===== src/rtl/sqd_pkg.sv =====
// Shared types and constants of the squared distance engine.
package sqd_pkg;

   localparam int ELEM_W   = 8;
   localparam int LENGTH_W = 11;
   localparam int DIST_W   = 26;
   localparam int COUNT_W  = 16;
   localparam int SUM_W    = 27;
   localparam int SQ_W     = 16;

   localparam logic [LENGTH_W-1:0] LENGTH_RESET = 11'd64;

   localparam int DATA_W = 32;
   localparam int ADDR_W = 3;
   localparam logic [ADDR_W-3:0] REG_VECTOR_LENGTH = 1'b0;

   localparam logic MODE_PROBE = 1'b0;
   localparam logic MODE_POINT = 1'b1;

   localparam int QDEPTH   = 4;
   localparam int QPTR_W   = 2;
   localparam int QCOUNT_W = 3;

   typedef struct packed {
      logic              mode;
      logic [ELEM_W-1:0] element;
   } req_type;

   typedef struct packed {
      logic [DIST_W-1:0]  squared_distance;
      logic [COUNT_W-1:0] point_number;
   } rsp_type;

   typedef struct packed {
      logic [ELEM_W-1:0]  element;
      logic [ELEM_W-1:0]  probe;
      logic               first;
      logic               last;
      logic [COUNT_W-1:0] point_number;
   } work_type;

endpackage


===== src/rtl/sqd_back.sv =====
// Back end: squares each difference, accumulates a point and holds the result.
module sqd_back (
   input  logic              clock,
   input  logic              reset,
   input  sqd_pkg::work_type head,
   input  logic              not_empty,
   output logic              pop,
   output logic              rsp_valid,
   input  logic              rsp_stall,
   output sqd_pkg::rsp_type  rsp_data
);

   logic                         b1_valid_ff, b1_valid_in;
   logic [sqd_pkg::SQ_W-1:0]     b1_sq_ff;
   logic                         b1_first_ff;
   logic                         b1_last_ff;
   logic [sqd_pkg::COUNT_W-1:0]  b1_pnum_ff;
   logic [sqd_pkg::SUM_W-1:0]    sum_ff, sum_in;
   logic                         rsp_valid_ff, rsp_valid_in;
   sqd_pkg::rsp_type             rsp_data_ff;

   logic [sqd_pkg::ELEM_W:0]     diff;
   logic [sqd_pkg::ELEM_W:0]     neg_diff;
   logic [sqd_pkg::ELEM_W-1:0]   abs_diff;
   logic [sqd_pkg::SQ_W-1:0]     sq;
   logic                         blocked, advance, finish;

   assign diff     = {1'b0, head.element} - {1'b0, head.probe};
   assign neg_diff = '0 - diff;
   assign abs_diff = diff[sqd_pkg::ELEM_W] ? neg_diff[sqd_pkg::ELEM_W-1:0]
                                           : diff[sqd_pkg::ELEM_W-1:0];
   assign sq       = sqd_pkg::SQ_W'(abs_diff) * sqd_pkg::SQ_W'(abs_diff);

   // Only a finishing element needs the result register free; others keep flowing.
   assign blocked = b1_valid_ff && b1_last_ff && rsp_valid_ff && rsp_stall;
   assign advance = !blocked;
   assign pop     = not_empty && advance;
   assign finish  = b1_valid_ff && b1_last_ff && !blocked;
   assign sum_in  = (b1_first_ff ? '0 : sum_ff) + sqd_pkg::SUM_W'(b1_sq_ff);

   always_comb begin
      b1_valid_in  = advance ? not_empty : b1_valid_ff;
      rsp_valid_in = rsp_valid_ff && rsp_stall;
      if (finish) begin
         rsp_valid_in = 1'b1;
      end
   end

   always_ff @(posedge clock) begin
      if (reset) begin
         b1_valid_ff  <= 1'b0;
         rsp_valid_ff <= 1'b0;
      end else begin
         b1_valid_ff  <= b1_valid_in;
         rsp_valid_ff <= rsp_valid_in;
      end
   end

   always_ff @(posedge clock) begin
      if (pop) begin
         b1_sq_ff    <= sq;
         b1_first_ff <= head.first;
         b1_last_ff  <= head.last;
         b1_pnum_ff  <= head.point_number;
      end
      if (b1_valid_ff && !blocked) begin
         sum_ff <= sum_in;
      end
      if (finish) begin
         rsp_data_ff.squared_distance <= sum_in[sqd_pkg::DIST_W-1:0];
         rsp_data_ff.point_number     <= b1_pnum_ff;
      end
   end

   assign rsp_valid = rsp_valid_ff;
   assign rsp_data  = rsp_data_ff;

   a_blocked_holds: assert property (@(posedge clock) disable iff (reset)
      blocked |=> (b1_valid_ff && b1_last_ff && $stable(b1_sq_ff) && $stable(b1_pnum_ff)))
      else $error("finishing element lost while the result was stalled");

endmodule


===== config.mk =====
export PLATFORM = sky130hd
export DESIGN_NAME = sqd_back
export DESIGN_NICKNAME = d
export VERILOG_FILES = /design/src/rtl/sqd_pkg.sv /design/src/rtl/sqd_back.sv
export SDC_FILE = /design/constraint.sdc
export NUM_CORES = 1
export LEC_CHECK = 0
export ABC_CLOCK_PERIOD_IN_PS = 9100
export BUFFER_PORTS_ARGS = -buffer_cell sky130_fd_sc_hd__buf_2
export CAP_MARGIN = 10
export CORE_UTILIZATION = 49
export DETAILED_ROUTE_END_ITERATION = 16
export PLACE_DENSITY = 0.69
export SETUP_SLACK_MARGIN = 0.5
export SYNTH_ARGS = -nofsm -noshare
export SYNTH_HDL_FRONTEND = slang
export SYNTH_SLANG_ARGS = --single-unit

===== constraint.sdc =====
create_clock -name clock -period 9.1 [get_ports clock]
set_input_delay 0.91 -clock clock [delete_from_list [all_inputs] [get_ports clock]]
set_output_delay 0.91 -clock clock [all_outputs]
set_load 0.02 [all_outputs]

==> flow_metrics.tcl <==
set metrics [dict create \
    critPathMaxFanout 11 \
    setup_violations 0 \
    area_delta_synth_final_pct 14.50 \
    syn_area_per_cell_um2 11.98 \
    layout_common_cells "edfxtp_1 (101), buf_2 (81), inv_1 (62)" \
    cp_data_required_time_ps 9190 \
    end_kind "register" \
    routed-wl-met3_um 405 \
    io_pins 82 \
    met1_length_mm 4.661 \
    highest_layer "met4" \
    clock_latency_ps 340 \
    row_count 41 \
    dp_cells 777 \
    cts_sinks 103 \
    crit_arrival_ps 7140 \
    cts_hold_buf 0 \
    grt_setup_unrepaired "false" \
    cts_root_buf "clkbuf_16" \
    ys.flop_type "edfxtp_1" \
    worst-setup-path-type "in2reg" \
    tns_ps 0 \
    synth_area_leaders "edfxtp_1 (48%), ha_1 (11%), fa_1 (8.3%)" \
    skew_ps 6.455 \
    hold_path.class "reg2reg" \
    clockBufferDepth 2 \
    syn_inst 525 \
    core_area_mm2 0.01257 \
    start_kind "input pin" \
    drtIter0Drc 186 \
    holdWs_ps 418.9 \
    gp_congestion 0.8468 \
    wl_per_cell_um 12.87 \
    portBuffers 81 \
    grt_pass1_vias 3934 \
    vias_per_cell 4.985 \
    initial_core_util_pct 50.05 \
    async_flop_share_pct 0 \
    cts_tree "built" \
    synth-warning-count 0 \
    synth.largest_area_cell "edfxtp_1" \
    hpwlAfterDp_mm 7.744 \
    drc 0 \
    postCtsSetupBuffers 0 \
    grt_util_all_layers_pct 16.65 \
    die_w_um 115.3 \
    maxCapViolCount 0 \
    synthesis.area_mm2 0.006291 \
    drv_slew 0 \
    layout_commonest_cell "edfxtp_1" \
    drive_gt1_share_pct 20.13 \
    slew_headroom_pct 43.03 \
    status "complete, no violations" \
    cts_buffers 9 \
    grt_antenna_before_repair 0 \
    htree_num_levels 3 \
    finalHoldViolCount 0 \
    syn_nets 645 \
    antenna_left 0 \
    cts_resized 0 \
    yosysTopAreaCellShare_pct 48.21 \
    grt_max_degree 43 \
    yosysSeqAreaShare_pct 48.85 \
    max_freq_ghz 0.1420 \
    ys_seq_elements 103 \
    synth_edf_count 101 \
    fin_nets 736 \
    grt_overflow 0 \
    routed_wl_mm 10.21 \
    period_share_pct 77.40 \
    met2WireLength_mm 5.022 \
    num_antenna_cells 0 \
    dieArea_mm2 0.01330 \
    ys_types 55 \
    worst_pin_slew_ps 851.7 \
    die_y_um 115.3 \
    drt_pass1_iterations 4 \
    path_clk_slew_ps 60 \
    min_period_ps 7043 \
    vias 3953 \
    fin_cells 793 \
    grt_pass1_wl_mm 17.24 \
]
## Yosys cell counts, types with 4 or more instances
cell type and number:
a21oi_1 27, inv_1 62, nand2_1 18, nand2b_1 4
xnor2_1 26, a21oi_2 4, fa_1 26, o21ai_0 11
xor2_1 15, ha_1 56, edfxtp_1 101, o21a_1 4
a21o_1 14, nor2b_1 24, nor2_1 56, clkbuf_1 4
nor3_1 10
## worst max-delay path: stages
cell      delay (ps)
buf_2             90
inv_1             40
ha_1             140
inv_1             50
fa_1             390
xnor2_1          500
nand3_1          190
nor3_2           190
nor2_1            70
xor2_1           680
nor2_1           180
fa_1             500
fa_1             540
inv_1             50
fa_1             500
fa_1             540
inv_1             40
ha_1             330
o21a_1           140
nor2_1            60
or3_1            410
a311oi_1         310
xnor2_1          180
xnor2_1           80
## final timing paths
check                startpoint            to  slack (ps)  depth (start not counted)
hold reg to reg   b1_pnum_ff[5]   rsp_data[5]         420                          0
hold / removal    b1_pnum_ff[5]   rsp_data[5]         420                          0
setup / recovery       head[26]  b1_sq_ff[15]        2060                         24
setup reg to reg    b1_first_ff  rsp_data[33]        6010                         10
## routing by layer
metal | global-route usage, % | vias to the layer above
met2 | 29.74 | 79
met4 | 6.667 | 0
met1 | 20.07 | 1862
li1 | - | 2003
met5 | 0 | -
met3 | 2.583 | 9
## layout make-up
type / count / area, um2
Fill cell: 1040 / 5365
Sequential cell: 103 / 3073
Multi-Input combinational cell: 353 / 2973
Timing Repair Buffer: 85 / 435.4
Inverter: 64 / 240.2
Clock buffer: 10 / 229.0
Tap cell: 172 / 215.2
Clock inverter: 6 / 37.54
## flip-flops by register name, summed over array words and instances, names as in the netlist
| register | flops |
|---|---|
| rsp_data | 42 |
| sum_ff | 26 |
| b1_pnum_ff | 16 |
| b1_sq_ff | 15 |
| b1_first_ff | 1 |
| b1_last_ff | 1 |
| b1_valid_ff | 1 |
| rsp_valid | 1 |
## metrics by stage
step	utilization, %	area, um2	setup WS [ps]
floorplan	-	6291	2400
global placement	55.19	6937	1971
CTS	57.31	7203	2081
global route	57.31	7203	1617
finish	57.31	7203	2057
detailed placement	55.19	6937	1705
## kinds of logic (layout without fill, tap and decap cells)
family | after synthesis | in the layout | synth area share (%)
flip-flops | 103 | 103 | 48.85
AND/OR/NAND/NOR | 142 | 142 | 11.61
buffers and inverters | 69 | 165 | 4.177
XOR/XNOR | 46 | 46 | 7.180
multiplexers | 1 | 1 | 0.1790
AO/OA/AOI/OAI | 82 | 82 | 8.592
adder cells (fa/ha/maj) | 82 | 82 | 19.41
Power is left out: the tool's default activity adds up to more than one toggle a clock period on the data nets, which glitch-free logic cannot reach.
