--- src/rtl/sqd_pkg.sv ---
// Shared types and constants of the squared distance engine.
package sqd_pkg;

   localparam int ELEM_W   = 8;
   localparam int LENGTH_W = 11;
   localparam int DIST_W   = 26;
   localparam int COUNT_W  = 16;
   localparam int SUM_W    = 27;
   localparam int SQ_W     = 16;

   localparam logic [LENGTH_W-1:0] LENGTH_RESET = 11'd64;

   localparam int DATA_W = 32;
   localparam int ADDR_W = 3;
   localparam logic [ADDR_W-3:0] REG_VECTOR_LENGTH = 1'b0;

   localparam logic MODE_PROBE = 1'b0;
   localparam logic MODE_POINT = 1'b1;

   localparam int QDEPTH   = 4;
   localparam int QPTR_W   = 2;
   localparam int QCOUNT_W = 3;

   typedef struct packed {
      logic              mode;
      logic [ELEM_W-1:0] element;
   } req_type;

   typedef struct packed {
      logic [DIST_W-1:0]  squared_distance;
      logic [COUNT_W-1:0] point_number;
   } rsp_type;

   typedef struct packed {
      logic [ELEM_W-1:0]  element;
      logic [ELEM_W-1:0]  probe;
      logic               first;
      logic               last;
      logic [COUNT_W-1:0] point_number;
   } work_type;

endpackage

--- src/rtl/sqd_queue.sv ---
// Short queue of point elements between the front end and the back end.
module sqd_queue (
   input  logic                         clock,
   input  logic                         reset,
   input  logic                         push,
   input  sqd_pkg::work_type            push_data,
   input  logic                         pop,
   output sqd_pkg::work_type            head,
   output logic                         not_empty,
   output logic [sqd_pkg::QCOUNT_W-1:0] count
);

   sqd_pkg::work_type entry_ff [0:sqd_pkg::QDEPTH-1];

   logic [sqd_pkg::QPTR_W-1:0]   rd_ptr_ff, rd_ptr_in;
   logic [sqd_pkg::QPTR_W-1:0]   wr_ptr_ff, wr_ptr_in;
   logic [sqd_pkg::QCOUNT_W-1:0] count_ff, count_in;

   always_comb begin
      rd_ptr_in = pop  ? rd_ptr_ff + sqd_pkg::QPTR_W'(1) : rd_ptr_ff;
      wr_ptr_in = push ? wr_ptr_ff + sqd_pkg::QPTR_W'(1) : wr_ptr_ff;
      count_in  = count_ff + sqd_pkg::QCOUNT_W'(push) - sqd_pkg::QCOUNT_W'(pop);
   end

   always_ff @(posedge clock) begin
      if (reset) begin
         rd_ptr_ff <= '0;
         wr_ptr_ff <= '0;
         count_ff  <= '0;
      end else begin
         rd_ptr_ff <= rd_ptr_in;
         wr_ptr_ff <= wr_ptr_in;
         count_ff  <= count_in;
      end
   end

   always_ff @(posedge clock) begin
      if (push) begin
         entry_ff[wr_ptr_ff] <= push_data;
      end
   end

   assign head      = entry_ff[rd_ptr_ff];
   assign not_empty = count_ff != '0;
   assign count     = count_ff;

   a_no_overflow: assert property (@(posedge clock) disable iff (reset)
      push |-> (count_ff < sqd_pkg::QCOUNT_W'(sqd_pkg::QDEPTH)))
      else $error("queue written while full");

   a_no_underflow: assert property (@(posedge clock) disable iff (reset)
      pop |-> (count_ff != '0))
      else $error("queue read while empty");

endmodule

--- config.mk ---
export PLATFORM = sky130hd
export DESIGN_NAME = sqd_queue
export DESIGN_NICKNAME = d
export VERILOG_FILES = /design/src/rtl/sqd_pkg.sv /design/src/rtl/sqd_queue.sv
export SDC_FILE = /design/constraint.sdc
export NUM_CORES = 1
export LEC_CHECK = 0
export ABC_AREA = 1
export BUFFER_PORTS_ARGS = -buffer_cell sky130_fd_sc_hd__buf_2
export CAP_MARGIN = 40
export CORE_MARGIN = 3
export CORE_UTILIZATION = 59
export CTS_CLUSTER_DIAMETER = 40
export DETAILED_ROUTE_END_ITERATION = 8
export PLACE_DENSITY = 0.81
export SLEW_MARGIN = 20
export SYNTH_ARGS = -nofsm -noshare
export SYNTH_HDL_FRONTEND = slang
export SYNTH_SLANG_ARGS = --single-unit
--- constraint.sdc ---
create_clock -name clock -period 4.9 [get_ports clock]
set_clock_uncertainty 0.2 [all_clocks]
set_input_delay 0.98 -clock clock [delete_from_list [all_inputs] [get_ports clock]]
set_output_delay 0.98 -clock clock [all_outputs]
set_load 0.05 [all_outputs]
==> results.txt <==
- Status: finished clean
- The final layout contains approximately 550 nets.
- Wire length of the first global-routing pass: between 15 and 20 mm
- On the worst path, the slowest cell contributes a delay of 0.51 ns.
* Largest family of logic cells by synthesized area: compound AO/OA/AOI/OAI gates
- In this run the count of I/O pins placed on the die edge is 76.
* Number of buffers on the longest clock path: 2
- Critical-path maximum fanout: between 60 and 70
- Derived from the worst setup path, the maximum achievable clock frequency is 0.303 GHz.
* Area share of the leading cell type in the synthesized netlist: between 70% and 80%
* Initial antenna violation count: 0
* Tot Pwr: between 0.003 and 0.004 W
- GPL Wtd Cong: slightly below 0.8
- In this run the power density over the cells is 472 nW/um^2.
- By count the netlist is led by 136 x sky130_fd_sc_hd__edfxtp_1, 105 x sky130_fd_sc_hd__nor2_1, 59 x sky130_fd_sc_hd__o21ai_1, 43 x sky130_fd_sc_hd__o21ai_0, 18 x sky130_fd_sc_hd__inv_1.
- Number of clock buffers inserted by TritonCTS: 17
- Final cell utilization of the core: 74.0%
- Worst skew pair latency: ~0.51 ns
- Summing the areas of all xor and xnor instances in the mapped netlist gives 0% of the synthesized area.
- On the final layout, the worst hold slack is just over 0.3 ns.
- N_diodes: 0
- The largest individual stage delay along the critical path comes from the cell sky130_fd_sc_hd__inv_4.
* Crit. End Element: primary output
- Type of origin of the critical path: flop
- Unrepaired setup endpoints after global routing: no
* Detail Placement HPWL: ~6.1 mm
- Total number of vias: around 3400
- Proportion of synthesized area in mux cells: 0%
- sky130_fd_sc_hd__edfxtp_1 takes more of the synthesized area than any other cell.
- At the worst endpoint, the required time is roughly 3.7 ns.
* Placement Setup Slack: around 1.7 ns
- The synthesized design contains roughly 140 enable-type register cells.
- Port buffering added 75 buffers.
- Share of the yosys chip area belonging to registers: between 70% and 80%
- Cell area after synthesis: about 5600 sq um
* Ys Warns: 0
- In the post-route analysis, the smallest setup slack over all paths is between 1.5 and 2 ns.
* DRC Markers: 0
- Max-cap violations in this run came to 0.
- Setup violations remaining at the end of the flow were counted as 0.
* Area of the die: between 10000 and 15000 sq um
- Hold-fix buffers at CTS: 0
- The path class of the tightest hold or removal check is reg -> reg.
- Number of global-route vias before repair: between 3000 and 4000
- Reg clk slew, reported paths: approximately 0.060 ns
- Share of async-settable or async-resettable flops after synthesis: 0%
- The total overflow left after global routing is 0.
- Traced cell by cell, the critical path runs through inv_4, nor2_1, o21ai_0, buf_2.
* Start of the worst register-to-register path: wr_ptr_ff[1]
* Number of vias per cell after detailed routing: ~5.3
- Most frequently used cell type in the post-synthesis netlist: sky130_fd_sc_hd__edfxtp_1
- The detailed router finished its first iteration with ~200 violations.
- For this design the static power due to leakage is between 2 and 2.5 nW.
- The cell count after synthesis came out at approximately 420.
- Entering global routing, the biggest net connects a little under 70 pins.
- Global routing used 21.0% of the available tracks across all layers.
* Dominant cells by area after synthesis: sky130_fd_sc_hd__edfxtp_1 73%, sky130_fd_sc_hd__nor2_1 7.0%, sky130_fd_sc_hd__o21ai_1 5.3%
- Transition at the pin with the smallest max-transition slack: approximately 0.63 ns
- Worst Path Arrival: 2.12 ns
- Post-synthesis share of cell area spent on full adders, half adders and majority gates: ~1.7%
- Library cells used by synthesis: 19
* Number of optimization iterations in the first detailed-route pass: 4
- DRT Wirelength: roughly 11 mm
- Routed wire per std cell: roughly 17 um
* Period utilization: 67.4%
* Horizontal die dimension: between 100 and 150 um
* Number of placement rows: 34
- The core region is roughly 9000 sq um.
- Flip-flop and latch count after synthesis: 145
- Summed over all failing endpoints, the final setup total negative slack is 0 ns.
* Clock period minus final worst setup slack: approximately 3.3 ns
- Area Growth Syn to Fin: 18.4%
- Proportion of layout cells with a drive suffix above 1: between 20% and 30%
- Measured against its own limit, the worst slew margin works out to roughly three fifths.
- Post-Synth Simple-Gate Area: under 10%
- Synth Flop Type: sky130_fd_sc_hd__edfxtp_1
- The number of hold violations in the final report was 0.
- Compound-gate portion of the synthesized area: under 10%
- The critical path is of the reg -> out type.
- When the netlist entered floorplanning its net count stood at 467.
- Final ANT Viol Nets: 0
- Synthesized area per cell: around 13 sq um
- The layout has about 580 filler cells.
- Clock root buffer: sky130_fd_sc_hd__clkbuf_8
* TritonCTS clock tree: yes
- DIE HEIGHT: 104 um
* Starting Density: about 63%
- Final Max Slew Viols: 0
* Max rail drop VDD: 0.300 mV
- The startpoint identified for the worst hold timing path is wr_ptr_ff[0].
- CTS sink count: between 100 and 150
* Setup fix buffers added after clock tree synthesis: 0
- In this run, post-CTS repair resized a total of 0 instances.
* # H-tree levels: 4
==> registers in the layout, indices dropped and copies added, names as in the netlist, named ones only <==
signal and count:
count 3, entry_ff 136, rd_ptr_ff 2, wr_ptr_ff 2
==> worst paths after layout <==
path,end,slack [ns],cells past startpoint
hold reg to reg,wr_ptr_ff[0],0.31,2
hold / removal,wr_ptr_ff[0],0.31,2
setup reg to reg,entry_ff[1][6],2.82,5
setup / recovery,head[32],1.60,4
==> cell usage in the layout (no fill, tap or decap), types with 3 or more instances in the layout <==
cell type / n
sky130_fd_sc_hd__inv_6: 5
sky130_fd_sc_hd__a21oi_1: 3
sky130_fd_sc_hd__o21ai_1: 59
sky130_fd_sc_hd__clkbuf_16: 16
sky130_fd_sc_hd__nand2_1: 12
sky130_fd_sc_hd__clkinvlp_4: 3
sky130_fd_sc_hd__bufinv_16: 3
sky130_fd_sc_hd__edfxtp_1: 136
sky130_fd_sc_hd__inv_1: 17
sky130_fd_sc_hd__o21ai_0: 43
sky130_fd_sc_hd__nor2_1: 105
sky130_fd_sc_hd__buf_4: 5
sky130_fd_sc_hd__buf_2: 75
sky130_fd_sc_hd__ha_1: 6
sky130_fd_sc_hd__dfxtp_1: 8
==> worst max-delay path, delay by kind of cell, from the launching register on <==
family / cells / cell delay (ns)
buf+inv: 2 / 0.83
simple gates: 1 / 0.07
compound gates: 1 / 0.28
flops: 1 / 0.43
==> power by group <==
| group | switching, W | internal [W] |
|---|---|---|
| Sequential | 0.0000198 | 0.00141 |
| Clock | 0.000496 | 0.000780 |
| Combinational | 0.000328 | 0.0000997 |
==> per-stage QoR <==
stage,instances,area [sq um]
2_1_floorplan,422,5610
3_3_place_gp,605,6000
3_5_place_dp,606,6020
4_1_cts,638,6620
5_1_grt,639,6650
6_report,639,6650
==> kinds of logic (layout without fill, tap and decap cells) <==
group,after synthesis,count (layout)
AND/OR/NAND/NOR,122,122
buffers and inverters,42,133
AO/OA/AOI/OAI,106,106
flip-flops,145,145
adder cells (fa/ha/maj),7,7
==> routing by layer <==
| metal | up-vias | share of wire, % | global-route usage (%) |
|---|---|---|---|
| met1 | 1625 | 42 | 26.0 |
| met2 | 110 | 51 | 35.3 |
| met4 | 0 | 0.64 | 7.31 |
| li1 | 1654 | - | - |
| met3 | 6 | 6.3 | 6.28 |
| met5 | - | 0 | 0 |
==> area by class of cell <==
class | count | area (sq um) | share of cell area, %
Timing Repair Buffer | 82 | 460 | 6.93
Clock inverter | 15 | 179 | 2.69
Inverter | 19 | 73.8 | 1.11
Tap cell | 126 | 158 | 2.37
Clock buffer | 17 | 414 | 6.23
Multi-Input combinational cell | 235 | 1090 | 16.5
Sequential cell | 145 | 4270 | 64.2
No activity file was read; power rests on OpenSTA's default activity.
